## config.mk

```make
export PLATFORM = sky130hd
export DESIGN_NAME = xor_base64_codec_flat
export DESIGN_NICKNAME = d
export VERILOG_FILES = /design/src/rtl/xbc_pkg.sv /design/src/rtl/xbc_in_if.sv /design/src/rtl/xbc_out_if.sv /design/src/rtl/xbc_engine.sv /design/src/rtl/xbc_outq.sv /design/src/rtl/xor_base64_codec.sv /design/src/flat_wrapper.sv
export SDC_FILE = /design/constraint.sdc
export NUM_CORES = 1
export LEC_CHECK = 0
export BUFFER_PORTS_ARGS = -buffer_cell sky130_fd_sc_hd__buf_4
export CAP_MARGIN = 20
export CORE_ASPECT_RATIO = 1.4
export CORE_UTILIZATION = 61
export DETAILED_ROUTE_END_ITERATION = 10
export PLACE_DENSITY = 0.89
export SYNTH_ARGS = -nofsm -noshare
export SYNTH_HDL_FRONTEND = slang
export SYNTH_SLANG_ARGS = --single-unit
```

## constraint.sdc

```tcl
create_clock -name i_clk -period 8.8 [get_ports i_clk]
set_input_delay 0.44 -clock i_clk [delete_from_list [all_inputs] [get_ports i_clk]]
set_output_delay 0.44 -clock i_clk [all_outputs]
set_load 0.05 [all_outputs]
```

## src/rtl/xbc_pkg.sv

```systemverilog
// Package for the XOR/base64 codec: shared types, constants and the
// base64 alphabet functions. No dependencies.
`default_nettype none

package xbc_pkg;

    localparam int MAX_KEY_BYTES = 8;
    localparam int MAX_RESULTS   = 4;

    localparam logic [63:0] KEY_BYTES_RESET  = 64'd7955819;
    localparam logic [3:0]  KEY_LENGTH_RESET = 4'd3;
    localparam logic        DIRECTION_RESET  = 1'b0;

    localparam logic [1:0] CFG_DIRECTION  = 2'd0;
    localparam logic [1:0] CFG_KEY_BYTES  = 2'd1;
    localparam logic [1:0] CFG_KEY_LENGTH = 2'd2;

    localparam logic DIR_DECODE = 1'b0;
    localparam logic DIR_ENCODE = 1'b1;

    localparam logic [7:0] PAD_CHAR = 8'h3D;

    typedef struct packed {
        logic        dir;
        logic [63:0] key;
        logic [3:0]  klen;
    } t_cfg;

    typedef struct packed {
        logic [7:0] out_byte;
        logic       has_byte;
        logic       out_last;
    } t_result;

    typedef struct packed {
        logic [2:0]                    count;
        t_result [MAX_RESULTS-1:0]     item;
    } t_batch;

    // Six-bit value to base64 character.
    function automatic logic [7:0] b64_char(input logic [5:0] idx);
        logic [7:0] v;
        v = {2'b00, idx};
        if (idx < 6'd26)      return 8'h41 + v;
        else if (idx < 6'd52) return 8'h61 + v - 8'd26;
        else if (idx < 6'd62) return 8'h30 + v - 8'd52;
        else if (idx == 6'd62) return 8'h2B;
        else                  return 8'h2F;
    endfunction

    // Character to {valid, six-bit value}.
    function automatic logic [6:0] b64_value(input logic [7:0] c);
        logic [7:0] d;
        d = 8'd0;
        if (c inside {[8'h41:8'h5A]}) begin
            d = c - 8'h41;
            return {1'b1, d[5:0]};
        end else if (c inside {[8'h61:8'h7A]}) begin
            d = c - 8'h61 + 8'd26;
            return {1'b1, d[5:0]};
        end else if (c inside {[8'h30:8'h39]}) begin
            d = c - 8'h30 + 8'd52;
            return {1'b1, d[5:0]};
        end else if (c == 8'h2B) begin
            return {1'b1, 6'd62};
        end else if (c == 8'h2F) begin
            return {1'b1, 6'd63};
        end
        return 7'd0;
    endfunction

endpackage

`default_nettype wire

```

## src/rtl/xbc_in_if.sv

```systemverilog
// Input channel of the codec: valid/ready handshake with one byte and a
// last flag. No dependencies.
`default_nettype none

interface xbc_in_if;
    logic       valid;
    logic       ready;
    logic [7:0] in_byte;
    logic       in_last;

    modport source (output valid, output in_byte, output in_last, input ready);
    modport sink   (input valid, input in_byte, input in_last, output ready);
endinterface

`default_nettype wire

```

## src/rtl/xbc_out_if.sv

```systemverilog
// Result channel of the codec: valid/ready handshake with the result byte,
// its valid flag and a last flag. No dependencies.
`default_nettype none

interface xbc_out_if;
    logic       valid;
    logic       ready;
    logic [7:0] out_byte;
    logic       has_byte;
    logic       out_last;

    modport source (output valid, output out_byte, output has_byte, output out_last,
                    input ready);
    modport sink   (input valid, input out_byte, input has_byte, input out_last,
                    output ready);
endinterface

`default_nettype wire

```

## src/rtl/xbc_engine.sv

```systemverilog
// Stream state of the codec and the logic that turns one item into a batch
// of up to four results. Depends on xbc_pkg.
`default_nettype none

module xbc_engine (
    input  wire logic          i_clk,
    input  wire logic          i_rst_n,
    input  wire xbc_pkg::t_cfg i_cfg,
    input  wire logic          i_clear,
    input  wire logic          i_process,
    input  wire logic [7:0]    i_byte,
    input  wire logic          i_last,
    output xbc_pkg::t_batch    o_batch
);
    import xbc_pkg::*;

    logic [13:0] r_acc,  n_acc;
    logic [3:0]  r_held, n_held;
    logic [2:0]  r_kpos, n_kpos;
    logic [1:0]  r_cm4,  n_cm4;
    logic        r_pad,  n_pad;

    always_comb begin
        logic [3:0]  len;
        logic [3:0]  pos_inc;
        logic [7:0]  kb;
        logic [2:0]  kpos_adv;
        logic [13:0] acc;
        logic [3:0]  h;
        logic [2:0]  n;
        logic [1:0]  cm;
        logic [5:0]  idx;
        logic [6:0]  dv;
        logic [7:0]  v;
        t_batch      b;

        // Key byte at the current position and the position after it.
        len = i_cfg.klen;
        if (len == 4'd0)                 len = 4'd1;
        if (len > 4'(MAX_KEY_BYTES))     len = 4'(MAX_KEY_BYTES);
        kb       = i_cfg.key[8*r_kpos +: 8];
        pos_inc  = {1'b0, r_kpos} + 4'd1;
        kpos_adv = (pos_inc >= len) ? 3'd0 : pos_inc[2:0];

        b      = '0;
        n      = 3'd0;
        cm     = r_cm4;
        acc    = r_acc;
        h      = r_held;
        n_kpos = r_kpos;
        n_pad  = r_pad;
        idx    = 6'd0;
        dv     = 7'd0;
        v      = 8'd0;

        if (i_cfg.dir == DIR_ENCODE) begin
            acc    = {r_acc[5:0], i_byte ^ kb};
            h      = r_held + 4'd8;
            n_kpos = kpos_adv;
            for (int i = 0; i < 2; i++) begin
                if (h >= 4'd6) begin
                    idx = 6'(acc >> (h - 4'd6));
                    if (n < 3'(MAX_RESULTS)) begin
                        b.item[n[1:0]] = '{out_byte: b64_char(idx), has_byte: 1'b1,
                                           out_last: 1'b0};
                        n = n + 3'd1;
                    end
                    cm = cm + 2'd1;
                    h  = h - 4'd6;
                end
            end
            if (i_last) begin
                // Leftover bits go out as one character, zero-filled on the right.
                if (h != 4'd0) begin
                    idx = 6'(acc << (4'd6 - h));
                    if (n < 3'(MAX_RESULTS)) begin
                        b.item[n[1:0]] = '{out_byte: b64_char(idx), has_byte: 1'b1,
                                           out_last: 1'b0};
                        n = n + 3'd1;
                    end
                    cm = cm + 2'd1;
                end
                for (int i = 0; i < MAX_RESULTS; i++) begin
                    if (cm != 2'd0 && n < 3'(MAX_RESULTS)) begin
                        b.item[n[1:0]] = '{out_byte: PAD_CHAR, has_byte: 1'b1,
                                           out_last: 1'b0};
                        n  = n + 3'd1;
                        cm = cm + 2'd1;
                    end
                end
            end
        end else if (!r_pad) begin
            if (i_byte == PAD_CHAR) begin
                n_pad = 1'b1;
            end else begin
                dv = b64_value(i_byte);
                if (dv[6]) begin
                    acc = {r_acc[7:0], dv[5:0]};
                    h   = r_held + 4'd6;
                    if (h >= 4'd8) begin
                        v = 8'(acc >> (h - 4'd8));
                        b.item[0] = '{out_byte: v ^ kb, has_byte: 1'b1, out_last: 1'b0};
                        n      = 3'd1;
                        n_kpos = kpos_adv;
                        h      = h - 4'd8;
                    end
                end
            end
        end

        n_acc  = acc;
        n_held = h;
        n_cm4  = cm;

        if (i_last) begin
            // An item that closes the stream with nothing to say still marks the end.
            if (n == 3'd0) begin
                b.item[0] = '{out_byte: 8'd0, has_byte: 1'b0, out_last: 1'b0};
                n = 3'd1;
            end
            b.item[2'(n - 3'd1)].out_last = 1'b1;
            n_acc  = '0;
            n_held = '0;
            n_kpos = '0;
            n_cm4  = '0;
            n_pad  = 1'b0;
        end

        b.count = n;
        o_batch = b;
    end

    always_ff @(posedge i_clk) begin
        if (!i_rst_n || i_clear) begin
            r_acc  <= '0;
            r_held <= '0;
            r_kpos <= '0;
            r_cm4  <= '0;
            r_pad  <= 1'b0;
        end else if (i_process) begin
            r_acc  <= n_acc;
            r_held <= n_held;
            r_kpos <= n_kpos;
            r_cm4  <= n_cm4;
            r_pad  <= n_pad;
        end
    end

endmodule

`default_nettype wire

```

## src/rtl/xbc_outq.sv

```systemverilog
// Result register of the codec: holds one batch of up to four results and
// hands them out one transfer per cycle while ready. Depends on xbc_pkg and xbc_out_if.
`default_nettype none

module xbc_outq (
    input  wire logic            i_clk,
    input  wire logic            i_rst_n,
    input  wire logic            i_load,
    input  wire xbc_pkg::t_batch i_batch,
    output logic                 o_free,
    xbc_out_if.source            o_out
);
    import xbc_pkg::*;

    t_result [MAX_RESULTS-1:0] r_item;
    logic [2:0]                r_cnt;
    logic [1:0]                r_rd;
    logic                      w_fire;

    assign o_out.valid    = (r_cnt != 3'd0);
    assign o_out.out_byte = r_item[r_rd].out_byte;
    assign o_out.has_byte = r_item[r_rd].has_byte;
    assign o_out.out_last = r_item[r_rd].out_last;

    assign w_fire = o_out.valid && o_out.ready;
    // Room for a new batch when empty, or as the last held result leaves in this cycle.
    assign o_free = (r_cnt == 3'd0) || (r_cnt == 3'd1 && o_out.ready);

    always_ff @(posedge i_clk) begin
        if (!i_rst_n) begin
            r_cnt <= '0;
            r_rd  <= '0;
        end else if (i_load) begin
            r_cnt <= i_batch.count;
            r_rd  <= '0;
        end else if (w_fire) begin
            r_cnt <= r_cnt - 3'd1;
            r_rd  <= r_rd + 2'd1;
        end
    end

    always_ff @(posedge i_clk) begin
        if (i_load) begin
            r_item <= i_batch.item;
        end
    end

endmodule

`default_nettype wire

```

## src/rtl/xor_base64_codec.sv

```systemverilog
// Top level of the streaming XOR/base64 codec; depends on xbc_pkg, the channel
// interfaces, xbc_engine and xbc_outq.
// Items pass through the input register and then the result register. An item holds the
// result register until all its results have transferred (at most one per byte in decode,
// one or two per byte in encode, up to four for the closing byte); the next item moves in
// as the last of them leaves. Reset is synchronous, active low, and clears all control state.
`default_nettype none

module xor_base64_codec (
    input  wire logic        i_clk,
    input  wire logic        i_rst_n,
    input  wire logic        i_cfg_we,
    input  wire logic [1:0]  i_cfg_idx,
    input  wire logic [63:0] i_cfg_data,
    xbc_in_if.sink           i_in,
    xbc_out_if.source        o_out
);
    import xbc_pkg::*;

    // Configuration registers. Writing the direction also restarts the
    // stream, so any partially packed bits are dropped.
    logic        r_dir;
    logic [63:0] r_key;
    logic [3:0]  r_klen;
    t_cfg        w_cfg;
    logic        w_clear;

    always_ff @(posedge i_clk) begin
        if (!i_rst_n) begin
            r_dir  <= DIRECTION_RESET;
            r_key  <= KEY_BYTES_RESET;
            r_klen <= KEY_LENGTH_RESET;
        end else if (i_cfg_we) begin
            case (i_cfg_idx)
                CFG_DIRECTION:  r_dir  <= i_cfg_data[0];
                CFG_KEY_BYTES:  r_key  <= i_cfg_data;
                CFG_KEY_LENGTH: r_klen <= i_cfg_data[3:0];
                default: ;
            endcase
        end
    end

    assign w_cfg   = '{dir: r_dir, key: r_key, klen: r_klen};
    assign w_clear = i_cfg_we && (i_cfg_idx == CFG_DIRECTION);

    // Input register. It takes a new transfer whenever it is empty or its
    // current item moves into the result register in the same cycle, so one
    // item can wait here while results wait on the output.
    logic       r_in_vld;
    logic [7:0] r_in_byte;
    logic       r_in_last;
    logic       w_free;
    logic       w_process;
    logic       w_take;
    t_batch     w_batch;

    assign w_process  = r_in_vld && w_free;
    assign i_in.ready = !r_in_vld || w_process;
    assign w_take     = i_in.valid && i_in.ready;

    always_ff @(posedge i_clk) begin
        if (!i_rst_n) begin
            r_in_vld <= 1'b0;
        end else if (w_take) begin
            r_in_vld <= 1'b1;
        end else if (w_process) begin
            r_in_vld <= 1'b0;
        end
    end

    always_ff @(posedge i_clk) begin
        if (w_take) begin
            r_in_byte <= i_in.in_byte;
            r_in_last <= i_in.in_last;
        end
    end

    // Single pass: the engine turns the held item into a whole batch of results,
    // and the result register drains it one transfer per cycle while o_out is ready.
    xbc_engine u_engine (
        .i_clk     (i_clk),
        .i_rst_n   (i_rst_n),
        .i_cfg     (w_cfg),
        .i_clear   (w_clear),
        .i_process (w_process),
        .i_byte    (r_in_byte),
        .i_last    (r_in_last),
        .o_batch   (w_batch)
    );

    xbc_outq u_outq (
        .i_clk   (i_clk),
        .i_rst_n (i_rst_n),
        .i_load  (w_process),
        .i_batch (w_batch),
        .o_free  (w_free),
        .o_out   (o_out)
    );

endmodule

`default_nettype wire
```

## src/flat_wrapper.sv

```systemverilog
// flat-port wrapper written by rule: the top's interface ports become plain ports
module xor_base64_codec_flat import xbc_pkg::*;
  (i_clk, i_rst_n, i_cfg_we, i_cfg_idx, i_cfg_data, i_in_valid, i_in_in_byte, i_in_in_last, i_in_ready, o_out_valid, o_out_out_byte, o_out_has_byte, o_out_out_last, o_out_ready);
  xbc_in_if i_in_i ();
  xbc_out_if o_out_i ();
  input  wire logic i_clk;
  input  wire logic i_rst_n;
  input  wire logic i_cfg_we;
  input  wire logic [1:0] i_cfg_idx;
  input  wire logic [63:0] i_cfg_data;
  input wire logic [$bits(i_in_i.valid)-1:0] i_in_valid;
  input wire logic [$bits(i_in_i.in_byte)-1:0] i_in_in_byte;
  input wire logic [$bits(i_in_i.in_last)-1:0] i_in_in_last;
  output wire logic [$bits(i_in_i.ready)-1:0] i_in_ready;
  output wire logic [$bits(o_out_i.valid)-1:0] o_out_valid;
  output wire logic [$bits(o_out_i.out_byte)-1:0] o_out_out_byte;
  output wire logic [$bits(o_out_i.has_byte)-1:0] o_out_has_byte;
  output wire logic [$bits(o_out_i.out_last)-1:0] o_out_out_last;
  input wire logic [$bits(o_out_i.ready)-1:0] o_out_ready;
  assign i_in_i.valid = i_in_valid;
  assign i_in_i.in_byte = i_in_in_byte;
  assign i_in_i.in_last = i_in_in_last;
  assign i_in_ready = i_in_i.ready;
  assign o_out_valid = o_out_i.valid;
  assign o_out_out_byte = o_out_i.out_byte;
  assign o_out_has_byte = o_out_i.has_byte;
  assign o_out_out_last = o_out_i.out_last;
  assign o_out_i.ready = o_out_ready;
  xor_base64_codec u_core (.i_clk(i_clk), .i_rst_n(i_rst_n), .i_cfg_we(i_cfg_we), .i_cfg_idx(i_cfg_idx), .i_cfg_data(i_cfg_data), .i_in(i_in_i), .o_out(o_out_i));
endmodule
```

==> impl_metrics.xml, run 1 <==
<?xml version="1.0" encoding="UTF-8"?>
<metrics>
  <group name="power">
    <metric name="leakagePower" unit="nW">4.78</metric>
    <metric name="vdd.ir_drop.worst" unit="mV">0.228</metric>
    <metric name="power.density_cell_area" unit="nW/um^2">294</metric>
  </group>
  <group name="yosys">
    <metric name="synthAdderAreaFrac" unit="%">7.04</metric>
    <metric name="post_synth_xor_area_fraction" unit="%">3.29</metric>
    <metric name="ys_seq_area_share" unit="%">30.3</metric>
    <metric name="syn-num-nets" unit="">1461</metric>
    <metric name="dominantRegCellSynth" unit="">dfxtp_1</metric>
    <metric name="netlist_area" unit="um^2">10900</metric>
    <metric name="ffs_latches_synth" unit="">141</metric>
    <metric name="synth_simple_gate_area_share" unit="%">21.6</metric>
    <metric name="async_reset_ff_share" unit="%">0</metric>
    <metric name="syn_area_per_cell" unit="um^2">8.29</metric>
    <metric name="yosysUniqueCellTypes" unit="">100</metric>
    <metric name="combinational_family_with_the_most_area_after_synthesis" unit="">compound AO/OA/AOI/OAI gates</metric>
    <metric name="post_synth_inst_count" unit="">1320</metric>
    <metric name="synth_enable_flop_cells" unit="">49</metric>
    <metric name="number_of_warnings_printed_during_yosys_synthesis" unit="">0</metric>
    <metric name="post_synth_mux_area_share" unit="%">9.12</metric>
    <metric name="synth-compound-area-share" unit="%">23.4</metric>
  </group>
  <group name="drt">
    <metric name="detailedRoute.firstIterationViolations" unit="">1234</metric>
    <metric name="initial_drt_pass_iterations" unit="">6</metric>
    <metric name="drt_drc_violations_left" unit="">0</metric>
    <metric name="route.detailed.wl_per_inst" unit="um">19.9</metric>
    <metric name="final_antenna_net_count" unit="">0</metric>
    <metric name="route.vias.total" unit="">10500</metric>
    <metric name="vias_per_cell" unit="">6.52</metric>
    <metric name="routed_wirelength" unit="um">32200</metric>
  </group>
  <group name="timing">
    <metric name="grt_setup_unrepaired" unit="">no</metric>
    <metric name="post-route-period-util" unit="%">90.4</metric>
    <metric name="tightest_slew" unit="ns">1.00</metric>
    <metric name="final-hold-violation-count" unit="">0</metric>
    <metric name="fin_tns_setup" unit="ns">0</metric>
    <metric name="finalSetupViolCount" unit="">0</metric>
    <metric name="whs" unit="ns">0.172</metric>
    <metric name="timing_max_transition_violations_final" unit="">0</metric>
    <metric name="fin_crit" unit="ns">7.95</metric>
    <metric name="fin_ws" unit="ns">0.847</metric>
    <metric name="max_freq" unit="MHz">126</metric>
    <metric name="relSlewSlack" unit="%">32.7</metric>
    <metric name="finClkSkew" unit="ns">0.00994</metric>
  </group>
  <group name="clocking">
    <metric name="postCtsResizedCells" unit="">0</metric>
    <metric name="clk-insertion-delay-late" unit="ns">0.44</metric>
    <metric name="cts_max_path_buffers" unit="">2</metric>
    <metric name="cts_tree" unit="">done</metric>
    <metric name="clk_pin_slew_worst_paths" unit="ns">0.07</metric>
    <metric name="cts.sinks" unit="">141</metric>
    <metric name="numCtsBuffers" unit="">17</metric>
    <metric name="postCtsSetupBuffers" unit="">0</metric>
    <metric name="cts_root_buf" unit="">clkbuf_16</metric>
    <metric name="cts_hold_buf" unit="">0</metric>
    <metric name="cts-htree-levels" unit="">4</metric>
  </group>
  <group name="flow_run">
    <metric name="max_cap_violations" unit="">0</metric>
  </group>
  <group name="final_layout">
    <metric name="area.growth.synth_to_final" unit="%">12.4</metric>
    <metric name="finalNonFillerCells" unit="">1616</metric>
    <metric name="final_cell_mix" unit="">nand2_1 (242), buf_4 (105), nor2_1 (91), dfxtp_1 (91), a21oi_1 (72)</metric>
    <metric name="antennaDiodeCount" unit="">0</metric>
    <metric name="layout_commonest_cell" unit="">nand2_1</metric>
    <metric name="fraction_of_layout_cells_with_a_size_suffix_above_1" unit="%">15.1</metric>
    <metric name="num-nets-final" unit="">1508</metric>
    <metric name="finalCoreUtilization" unit="%">70.4</metric>
  </group>
  <group name="setup_path">
    <metric name="timing.critical_path.max_delay_family" unit="">compound AO/OA/AOI/OAI gates</metric>
    <metric name="critPathKind" unit="">flop to flop</metric>
    <metric name="worstSetupEndpointType" unit="">flop</metric>
    <metric name="critPathMaxFanout" unit="">15</metric>
    <metric name="timing.critical_path.buf_inv" unit="">3</metric>
    <metric name="startpoint_type" unit="">flop</metric>
    <metric name="worst_path_max_delay_cell" unit="">nor4_4</metric>
    <metric name="max_stage_delay" unit="ns">0.52</metric>
    <metric name="critPathRequiredTime" unit="ns">8.95</metric>
    <metric name="timing.critical_path.mode_cell" unit="">ha_1</metric>
    <metric name="cp.arrival" unit="ns">8.11</metric>
  </group>
  <group name="placed_design">
    <metric name="post-place-cells" unit="">1583</metric>
    <metric name="detailedPlace.worstSlack" unit="ns">0.967</metric>
    <metric name="hpwl_detailed" unit="um">23800</metric>
    <metric name="placement.io_buffers" unit="">91</metric>
    <metric name="routability_congestion_estimate_from_global_placement" unit="">1.00</metric>
  </group>
  <group name="floorplanning">
    <metric name="die_width" unit="um">115</metric>
    <metric name="core_area" unit="um^2">17500</metric>
    <metric name="starting_density_of_the_core" unit="%">62.7</metric>
    <metric name="core.rowCount" unit="">57</metric>
    <metric name="die_height" unit="um">161</metric>
    <metric name="floorplan.die_area" unit="um^2">18500</metric>
    <metric name="ios" unit="">92</metric>
  </group>
  <group name="grt">
    <metric name="initial_antenna_violation_count" unit="">0</metric>
    <metric name="grt_max_degree" unit="">76</metric>
    <metric name="grt_pass1_wl" unit="um">50700</metric>
    <metric name="grt_overflow" unit="">0</metric>
    <metric name="first_global_vias" unit="">9961</metric>
    <metric name="overall_track_demand_over_capacity_in_global_routing" unit="%">35.3</metric>
  </group>
  <group name="min_path">
    <metric name="hold_path_class" unit="">input port to flop</metric>
  </group>
  <group name="run_status">
    <metric name="status" unit="">completed</metric>
  </group>
</metrics>
==> sequential cells by signal, indices dropped and copies added, names as in the netlist <==
register and cells:
u_core.r_key 64, u_core.u_outq.r_item 40, u_core.r_in_byte 8, u_core.u_engine.r_acc 8
u_core.r_klen 4, u_core.u_engine.r_held 3, u_core.u_engine.r_kpos 3, u_core.u_outq.r_cnt 3
u_core.u_engine.r_cm4 2, u_core.u_outq.r_rd 2, u_core.r_dir 1, u_core.r_in_last 1
u_core.r_in_vld 1, u_core.u_engine.r_pad 1
==> layer usage <==
metal / up-vias / GRT usage, % / wire length (um)
li1: 4877 / - / -
met1: 4984 / 37.7 / 11400
met2: 526 / 62.2 / 16400
met3: 157 / 4.87 / 1930
met4: 0 / 26.8 / 2500
met5: - / 0 / 0
==> layout make-up <==
cell class	count	area, um^2
Fill cell	1372	5160
Clock inverter	14	145
Tap cell	236	295
Clock buffer	18	439
Inverter	66	250
Timing Repair Buffer	106	808
Sequential cell	141	3310
Multi-Input combinational cell	1035	7060
==> where the power goes <==
part | internal, W | switching (W)
sequential | 0.000757 | 0.0000543
combinational | 0.000769 | 0.00131
clock | 0.000406 | 0.000320
==> cell usage after synthesis, drive strengths merged (16+ instances only) <==
cell      n  area share [%]
nand2   243             8.4
dfxtp    92              17
nor2     92             3.2
a21oi    75             3.5
inv      63             2.2
ha       60             6.9
clkbuf   59             2.0
a21boi   56             4.0
mux2i    51             4.7
edfxtp   49              13
o21ai    49             2.2
nand3    44             2.1
a22oi    30             2.1
xnor2    24             2.4
nor3     22             1.1
nor2b    20             1.1
buf      19            0.99
a211oi   16             1.2
and3     16            0.96
==> stage by stage <==
| stage | cell area (um^2) | total power (W) |
|---|---|---|
| floorplan | 10900 | 0.00234 |
| global placement | 11700 | 0.00280 |
| detailed placement | 11700 | 0.00285 |
| CTS | 12300 | 0.00358 |
| global route | 12300 | 0.00384 |
| finish | 12300 | 0.00362 |
==> worst reg2reg max path, stage by stage, from the launching register on <==
cell and delay (ns):
dfxtp_1 0.36, ha_1 0.20, ha_1 0.24, nand2b_1 0.30
a21boi_4 0.37, inv_2 0.21, ha_1 0.25, ha_1 0.42
nor2_1 0.28, a22oi_1 0.18, mux2_2 0.30, nor4_1 0.39
inv_1 0.09, ha_1 0.32, a31oi_4 0.26, mux2_2 0.24
inv_1 0.08, ha_1 0.27, a311oi_4 0.43, xnor2_1 0.12
ha_1 0.29, nor4_4 0.52, nor3b_1 0.33, mux2_4 0.24
nor2_1 0.06, o21ai_0 0.30, a21boi_1 0.46, a21oi_1 0.17
==> final timing paths <==
path                                  start                  endpoint  slack [ns]  cells past startpoint
setup / recovery  u_core.u_engine.r_held[2]  u_core.u_outq.r_item[35]        0.85                     27
hold / removal              i_in_in_byte[3]       u_core.r_in_byte[3]        0.17                      1
setup reg to reg  u_core.u_engine.r_held[2]  u_core.u_outq.r_item[35]        0.85                     27
hold reg to reg            u_core.r_key[33]          u_core.r_key[33]        0.47                      2
==> kinds of logic (layout without fill, tap and decap cells) <==
group,Yosys count,after routing
buffers and inverters,144,204
and+or+nand+nor,507,507
AOI/OAI and AO/OA,354,354
adders and majority gates,61,61
muxes,79,79
xor gates and xnor gates,34,34
DFF,141,141
(Power assumes the default switching activity.)
==> inputs of run 2 (changes only) <==
- CORE_UTILIZATION: 61 -> 29
- PLACE_DENSITY: 0.89 -> default
==> run 2 against run 1 <==
The flow now finishes with violations (design-rule violations). Via count decreased by 4.0%. Count of clock-buffer cells in the layout unchanged. Utilization is 36 points lower. Critical path depth increased by 2. Sequential power is essentially flat. Maximum frequency is 0.32% lower. Largest cell class unchanged. Highest routed layer unchanged.
==> impl_metrics.xml, run 2 (synthesized netlist as in run 1, its figures left out) <==
<?xml version="1.0" encoding="UTF-8"?>
<metrics>
  <group name="timing">
    <metric name="final-hold-violation-count" unit="">0</metric>
    <metric name="fin_ws" unit="ns">0.821</metric>
    <metric name="finClkSkew" unit="ns">0.0158</metric>
    <metric name="relSlewSlack" unit="%">23.9</metric>
    <metric name="timing_max_transition_violations_final" unit="">0</metric>
    <metric name="tightest_slew" unit="ns">1.13</metric>
    <metric name="max_freq" unit="MHz">125</metric>
    <metric name="finalSetupViolCount" unit="">0</metric>
    <metric name="grt_setup_unrepaired" unit="">no</metric>
    <metric name="fin_crit" unit="ns">7.98</metric>
    <metric name="post-route-period-util" unit="%">90.7</metric>
    <metric name="fin_tns_setup" unit="ns">0</metric>
  </group>
  <group name="clocking">
    <metric name="numCtsBuffers" unit="">17</metric>
    <metric name="cts_root_buf" unit="">clkbuf_16</metric>
    <metric name="cts.sinks" unit="">141</metric>
    <metric name="postCtsResizedCells" unit="">0</metric>
    <metric name="cts_hold_buf" unit="">0</metric>
    <metric name="clk_pin_slew_worst_paths" unit="ns">0.07</metric>
    <metric name="clk-insertion-delay-late" unit="ns">0.43</metric>
    <metric name="cts-htree-levels" unit="">4</metric>
    <metric name="cts_tree" unit="">done</metric>
    <metric name="postCtsSetupBuffers" unit="">0</metric>
    <metric name="cts_max_path_buffers" unit="">2</metric>
  </group>
  <group name="floorplanning">
    <metric name="core.rowCount" unit="">83</metric>
    <metric name="starting_density_of_the_core" unit="%">29.6</metric>
    <metric name="die_width" unit="um">166</metric>
    <metric name="ios" unit="">92</metric>
    <metric name="floorplan.die_area" unit="um^2">38500</metric>
    <metric name="die_height" unit="um">232</metric>
    <metric name="core_area" unit="um^2">37000</metric>
  </group>
  <group name="placed_design">
    <metric name="placement.io_buffers" unit="">91</metric>
    <metric name="routability_congestion_estimate_from_global_placement" unit="">0.952</metric>
    <metric name="detailedPlace.worstSlack" unit="ns">0.950</metric>
    <metric name="hpwl_detailed" unit="um">25600</metric>
  </group>
  <group name="power">
    <metric name="power.density_cell_area" unit="nW/um^2">288</metric>
    <metric name="leakagePower" unit="nW">4.79</metric>
    <metric name="vdd.ir_drop.worst" unit="mV">0.133</metric>
    <metric name="finalPower" unit="W">0.00364</metric>
  </group>
  <group name="drt">
    <metric name="routed_wirelength" unit="um">33400</metric>
    <metric name="final_antenna_net_count" unit="">0</metric>
    <metric name="vias_per_cell" unit="">5.49</metric>
    <metric name="initial_drt_pass_iterations" unit="">8</metric>
    <metric name="route.vias.total" unit="">10100</metric>
    <metric name="drt_drc_violations_left" unit="">2</metric>
    <metric name="detailedRoute.firstIterationViolations" unit="">614</metric>
    <metric name="route.detailed.wl_per_inst" unit="um">18.1</metric>
  </group>
  <group name="setup_path">
    <metric name="r2r_slack" unit="ns">0.82</metric>
    <metric name="critPathRequiredTime" unit="ns">9.08</metric>
    <metric name="worstReg2RegStart" unit="">u_core.u_engine.r_held[2]</metric>
    <metric name="startpoint_type" unit="">flop</metric>
    <metric name="cp.arrival" unit="ns">8.25</metric>
    <metric name="critPathKind" unit="">flop to flop</metric>
    <metric name="timing.critical_path.mode_cell" unit="">ha_1</metric>
    <metric name="worst_path_max_delay_cell" unit="">nor4_4</metric>
    <metric name="timing.reg2reg.worst_path_depth" unit="">29</metric>
    <metric name="max_stage_delay" unit="ns">0.54</metric>
    <metric name="r2r_end" unit="">u_core.u_outq.r_item[9]</metric>
    <metric name="worstSetupEndpointType" unit="">flop</metric>
    <metric name="critPathMaxFanout" unit="">15</metric>
  </group>
  <group name="final_layout">
    <metric name="finalCoreUtilization" unit="%">34.1</metric>
    <metric name="layout_commonest_cell" unit="">nand2_1</metric>
    <metric name="largest_register_ff_count" unit="">64</metric>
    <metric name="num-nets-final" unit="">1507</metric>
    <metric name="layout_top_registers" unit="">u_core.r_key (64), u_core.u_outq.r_item (40)</metric>
    <metric name="area.growth.synth_to_final" unit="%">15.2</metric>
    <metric name="fraction_of_layout_cells_with_a_size_suffix_above_1" unit="%">15.0</metric>
    <metric name="top_register_by_number_of_flip_flops" unit="">u_core.r_key</metric>
    <metric name="antennaDiodeCount" unit="">0</metric>
    <metric name="final_cell_mix" unit="">nand2_1 (242), buf_4 (104), nor2_1 (91), dfxtp_1 (91), a21oi_1 (72)</metric>
  </group>
  <group name="min_path">
    <metric name="hold_path_class" unit="">input port to flop</metric>
    <metric name="worst_hold_startpoint" unit="">i_in_in_byte[5]</metric>
    <metric name="holdPathEnd" unit="">u_core.r_in_byte[5]</metric>
    <metric name="holdPathStages" unit="">1</metric>
  </group>
  <group name="run_status">
    <metric name="status" unit="">finished with violations</metric>
    <metric name="violations_in_the_final_reports" unit="">design-rule violations</metric>
  </group>
  <group name="grt">
    <metric name="initial_antenna_violation_count" unit="">0</metric>
    <metric name="grt_overflow" unit="">0</metric>
    <metric name="grt_pass1_wl" unit="um">52400</metric>
    <metric name="grt_max_degree" unit="">76</metric>
    <metric name="overall_track_demand_over_capacity_in_global_routing" unit="%">17.1</metric>
    <metric name="first_global_vias" unit="">9629</metric>
  </group>
  <group name="flow_run">
    <metric name="max_cap_violations" unit="">0</metric>
  </group>
</metrics>
run 2: changes by cell type in the layout (fill, tap and decap cells not counted), sizes merged:
cell	change
clkinv	-3
inv	+3
buf	-1
run 2: through the flow:
stage	hold slack [ns]	std cells	instance area, um^2
floorplan	0.440	1320	10900
global placement	0.452	1813	12000
global route	0.172	1846	12600
detailed placement	0.458	1813	12000
finish	0.184	1846	12600
CTS	0.175	1845	12600
run 2: worst max-delay path: cells and delay by family, from the launching register on:
kind / cells / cell delay [ns]
DFF: 1 / 0.36
buffers and inverters: 3 / 0.39
and+or+nand+nor: 9 / 2.60
AOI/OAI and AO/OA: 8 / 2.09
adders and majority gates: 8 / 2.25
xor gates and xnor gates: 1 / 0.12
run 2: layer usage:
layer	track usage, %	up-vias	wire length [um]
met3	2.25	57	1460
li1	-	4873	-
met1	19.6	4866	13700
met4	6.60	0	916
met2	31.8	331	17300
met5	0	-	0
run 2: cell type report:
| type | instances | area [um^2] |
|---|---|---|
| fill | 3862 | 24400 |
| multi-input combinational | 1035 | 7060 |
| sequential | 141 | 3310 |
| timing repair buffer | 105 | 801 |
| tap | 467 | 584 |
| clock buffer | 18 | 450 |
| inverter | 66 | 250 |
| clock inverter | 14 | 158 |
run 2: report_power, final:
group | internal [W] | switching (W)
Clock | 0.000423 | 0.000332
Combinational | 0.000767 | 0.00130
Sequential | 0.000757 | 0.0000541
run 2: how the worst max path moves through the flow:
stage                              start                 endpoint  slack [ns]  cells after the start
3_3_place_gp   u_core.u_engine.r_held[2]  u_core.u_outq.r_item[7]        1.11                     27
5_1_grt        u_core.u_engine.r_held[2]  u_core.u_outq.r_item[9]        0.23                     29
2_1_floorplan  u_core.u_engine.r_held[1]  u_core.u_outq.r_item[1]        1.45                     32
3_5_place_dp   u_core.u_engine.r_held[2]  u_core.u_outq.r_item[7]        0.95                     27
6_report       u_core.u_engine.r_held[2]  u_core.u_outq.r_item[9]        0.82                     29
4_1_cts        u_core.u_engine.r_held[2]  u_core.u_outq.r_item[3]        0.88                     27
